`config.mk`:
```
export PLATFORM = sky130hd
export DESIGN_NAME = rapd_ram
export DESIGN_NICKNAME = d
export VERILOG_FILES = /design/src/design/rapd_ram.sv
export SDC_FILE = /design/constraint.sdc
export NUM_CORES = 2
export LEC_CHECK = 0
export BUFFER_PORTS_ARGS = -buffer_cell sky130_fd_sc_hd__clkbuf_2
export CORE_ASPECT_RATIO = 0.8
export CORE_MARGIN = 2
export CORE_UTILIZATION = 45
export CTS_CLUSTER_DIAMETER = 100
export DETAILED_ROUTE_END_ITERATION = 16
export GPL_TIMING_DRIVEN = 0
export HOLD_SLACK_MARGIN = 0.12
export PLACE_DENSITY_LB_ADDON = 0.1
export SLEW_MARGIN = 5
export SYNTH_ARGS = -nofsm -noshare
export SYNTH_HDL_FRONTEND = slang
export SYNTH_SLANG_ARGS = --single-unit
export TNS_END_PERCENT = 1
```
`constraint.sdc`:
```
create_clock -name clk -period 7.9 [get_ports clk]
set_clock_uncertainty 0.15 [all_clocks]
set_input_delay 1.185 -clock clk [delete_from_list [all_inputs] [get_ports clk]]
set_output_delay 1.185 -clock clk [all_outputs]
set_load 0.005 [all_outputs]
```
`src/design/rapd_ram.sv`:
```
// ----------------------------------------------------------------------------
// Radar afterglow decay core - generic RAM
// One write port, one read port with registered read data.
// ----------------------------------------------------------------------------
`timescale 1ns / 1ps
`default_nettype none

module rapd_ram #(
	parameter int WIDTH = 8,
	parameter int DEPTH = 256
) (
	input  wire logic                     clk,
	input  wire logic                     we,
	input  wire logic [$clog2(DEPTH)-1:0] waddr,
	input  wire logic [WIDTH-1:0]         wdata,
	input  wire logic                     re,
	input  wire logic [$clog2(DEPTH)-1:0] raddr,
	output      logic [WIDTH-1:0]         rdata
);

	logic [WIDTH-1:0] mem_q [DEPTH];

	always_ff @(posedge clk) begin
		if (we) begin
			mem_q[waddr] <= wdata;
		end
		if (re) begin
			rdata <= mem_q[raddr];
		end
	end

endmodule

`default_nettype wire

```
Word level (Yosys, flattened, before mapping)
Memories as Yosys holds them, arrays and structs flattened. A register that Yosys moved wholly into a read port is not among the register bits.
Cells that the tools add are included.
{"block": "totals", "out_inout_bits": 8, "n_memories": 1, "regBits": 0, "mem_bits_rw": 2048}
{"name": "mem_q", "depth": 256, "width": 8, "read_ports": 1, "rd_clocked_by_memory_dff": 1, "write_ports": 1, "line": "21", "source": "logic [WIDTH-1:0] mem_q [DEPTH];"}
{"block": "classes", "n_mux": 2}
{"op": "1-bit 2-to-1 mux", "count": 2}

Longest topological paths before layout
{"block": "logic_depth", "depth_word": 2, "ltp_mapped": 11, "depth_no_buf": 6}

Worst setup path before layout
OpenSTA, ideal clock, no wires.
{"block": "synth_path", "path_kind": "in2reg", "startpoint": "input port raddr[0]", "endpoint": "register rdata[2] (read register of mem_q) (data pin)", "cell_stages": 9, "arrival_time_ns": 2.992, "slack_ns": 4.489, "required_time_ns": 7.481, "path_cell_list": "buf_6 buf_12 buf_8 buf_2 mux4_2 a22oi_1 a21oi_1 nor4_1 nor4_2"}
{"element": "start: declaration", "line": "17", "source": "input wire logic [$clog2(DEPTH)-1:0] raddr,"}
{"element": "end: declaration", "line": "18", "source": "output logic [WIDTH-1:0] rdata"}

==> metrics.md <==
| Metric | Value |
|---|---|
| Status | `finished, violations left` |
| Failing checks | `capacitance limit, slew limit` |
| CP max-delay cell | `nor4_1` |
| I/O Buffers | `27` |
| Max cap viols | `1` |
| Clock Pin Slew Worst Setup and Hold Paths | `0.06 ns` |
| Delay-heaviest family, CP | `buffers and inverters` |
| # IOs | `35` |
| Root buf cell | `clkbuf_16` |
| Design Power | `approximately 23 mW` |
| Int Power | `17.51 mW` |
| Average size of a mapped cell | `about 21 um2` |
| Final setup fails | `0` |
| Fin. max-slew vios | `2` |
| Htree depth | `4` |
| Async set-reset flop share out of synthesis | `0` |
| # Post-CTS Setup Buffers | `0` |
| Slew @ Worst Pin | `about 1.7 ns` |
| Layout cells sized above 1 | `0.2220` |
| RSZ-0062 raised after global routing | `no` |
| Leading area contributor after synthesis | `edfxtp_1` |
| Final worst path period share | `0.7265` |
| DR iter-0 viols | `roughly 6,800` |
| Vias per inst | `~6.3` |
| Total clock sinks | `slightly above 2,000` |
| Top cells by area, synth | `edfxtp_1 (78%), mux4_2 (13%), mux2i_1 (1.7%)` |
| TritonCTS Buffers | `about 200` |
| Switching power | `about 5.1 mW` |
| # DRC | `0` |
| Sequential Area | `just over 60,000 um2` |
| Setup slack, reg-to-reg | `just over 4 ns` |
| Final wirelength | `between 200,000 and 300,000 um` |
| EDFF count, synth | `around 2,100` |
| Top cell type's share of synthesized area | `0.7753` |
| Buffers & Inverters on Critical Path | `4` |
| Top cells by count, synth | `edfxtp_1 (2,056), mux4_2 (454), nor2_1 (282)` |
| CP max FO | `11` |
| WP data required | `around 8.2 ns` |
| First-pass GRT wire length | `344,600 um` |
| Lkg Pwr | `around 28 nW` |
| Pre-CTS WS | `around 1.3 ns` |
| Comb power frac | `0.058` |
| Post_cts resized | `0` |
| Placeable Area | `around 180,000 um2` |
| Nets | `4,014` |
| Yosys warnings | `0` |
| Min-Delay Path Class | `input pin to flop` |
| Crit-path cells | `clkbuf_2 > buf_2 > buf_2 > nand3b_1 > clkbuf_1 > o221ai_1 > a21oi_1 > a21oi_1 > nor3_1 > nor4_1` |
| CTS Hold Bufs | `0` |
| Detailed-route via count | `~41,000` |
| CP Class | `input pin to flop` |
| Proportion of power drawn by the clock network | `0.409` |
| Skew-Pair Late Insertion Delay | `approximately 0.85 ns` |
| Mapped Cells | `approximately 3,700` |
| Dpl hpwl | `172,700 um` |
| Sequential Power Share | `0.533` |
| Pwr Density | `252.0 nW/um2` |
| Die height | `between 300 and 400 um` |
| Area Growth Syn to Fin | `12.67%` |
| Most common cell in the netlist | `edfxtp_1` |
| Netlist cell types | `54` |
| Primary FF master, synth | `edfxtp_1` |
| Starting Density | `0.4517` |
| Slew margin rel. | `-0.1129` |
| Register area share after synthesis | `0.7753` |
| CTS tree | `built` |
| Setup TNS | `0 ns` |
| CP peak stage delay | `1.12 ns` |
| Max rail drop VDD | `244.0 uV` |
| Syn Std Cell Area | `79,640 um2` |
| Max Buffers Root-to-Sink | `3` |
| Post-route setup slack | `about 2.2 ns` |
| FMAX | `between 150 and 200 MHz` |
| Crit path time final | `roughly 5.7 ns` |
| Placer Congestion | `about 0.9` |
| Sw Share | `0.2255` |
| Die Wd | `about 470 um` |
| Die area | `180,400 um2` |
| Crit path capture type | `flop` |
| Crit path launch type | `input pin` |
| Largest net degree at the start of global routing | `between 100 and 150` |
| Initial antenna violation count | `23` |
| WL per Instance | `approximately 39 um` |
| Total GRT Usage | `0.2843` |
| Vias in the first global route | `between 40,000 and 50,000` |
| Fillers | `approximately 14,000` |
| Final ANT Viol Nets | `0` |
| Area occupied by multi-input gates | `approximately 16,000 um2` |
| DRT Pass-1 Iters | `6` |
| Syn_nets | `3,760` |
| FF+latch count, synth | `2,056` |
| Remaining Overflow, GRT | `0` |
| Core Rows | `approximately 140` |
| Final hold violations | `0` |
| Critical path arrival | `a little over 6 ns` |
-- worst paths after layout --
path	cells past startpoint	start	endpoint
max	10	raddr[2]	rdata[1]$_DFFE_PP_
min	1	wdata[6]	mem_q[59][6]$_DFFE_PP_
max reg2reg	6	mem_q[80][5]$_DFFE_PP_	rdata[5]$_DFFE_PP_
min reg2reg	5	mem_q[226][6]$_DFFE_PP_	rdata[6]$_DFFE_PP_
-- through the flow --
step | hold slack (ns) | std cells | instance area, um2 | util
after floorplan | 0.7142 | 3733 | 79640 | -
after global placement | 0.9998 | 6140 | 82750 | 0.4694
after detailed placement | 1.011 | 6165 | 83550 | 0.4740
after CTS | 0.4253 | 6528 | 89690 | 0.5088
after global routing | 0.4386 | 6529 | 89710 | 0.5089
final | 0.4669 | 6535 | 89730 | 0.5090
-- cell families (layout without fill, tap and decap cells) --
group | Yosys count | in the layout | share of synthesized area
flip-flops | 2056 | 2056 | 0.7753
multiplexers | 591 | 591 | 0.1460
AND/OR/NAND/NOR | 466 | 466 | 0.02625
AO/OA/AOI/OAI | 385 | 385 | 0.03416
buffers and inverters | 235 | 651 | 0.01829
other | 0 | 6 | 0
-- routing by layer --
layer  up-vias  wire (um)  GRT usage
met5         -        126          0
met4        16       8877    0.09123
met3       386      25970    0.07253
met2      2166     111200     0.4053
met1     22480     109300     0.4293
li1      16250          -          -
-- cell usage in the layout (no fill, tap or decap), types with 25 or more instances in the layout --
cell / instances
o221ai_1: 46
nor2b_1: 31
nand3_1: 34
mux4_2: 454
buf_2: 36
clkbuf_16: 203
mux2i_1: 134
clkbuf_2: 45
buf_4: 27
a22oi_1: 133
edfxtp_1: 2056
buf_16: 25
nand2_1: 33
o22ai_1: 28
clkinv_1: 55
clkinv_2: 38
nor2_1: 280
clkbuf_1: 128
a21oi_1: 96
-- flip-flops by register name, summed over array words and instances, names as in the netlist --
signal,flops
rdata,8
mem_q,2048
-- layout make-up --
type	count	area share
repair buffers	53	0.01004
diodes	6	0.0001673
clock inverters	117	0.01003
plain buffers	233	0.01658
multi-input cells	1442	0.1834
inverters	2	0.00008367
well taps	2380	0.03319
flip-flops and latches	2056	0.6881
clock buffers	246	0.05841
-- power groups by stage --
stage,combinational [mW],clock [mW],sequential [mW]
after global placement,1.25,0,12.3
after detailed placement,1.30,0,12.3
after global routing,1.35,9.74,12.0
after floorplan,0.584,0,12.3
final,1.31,9.25,12.0
after CTS,1.30,9.31,12.0
Note: power is estimated with default switching activity, not from simulation.
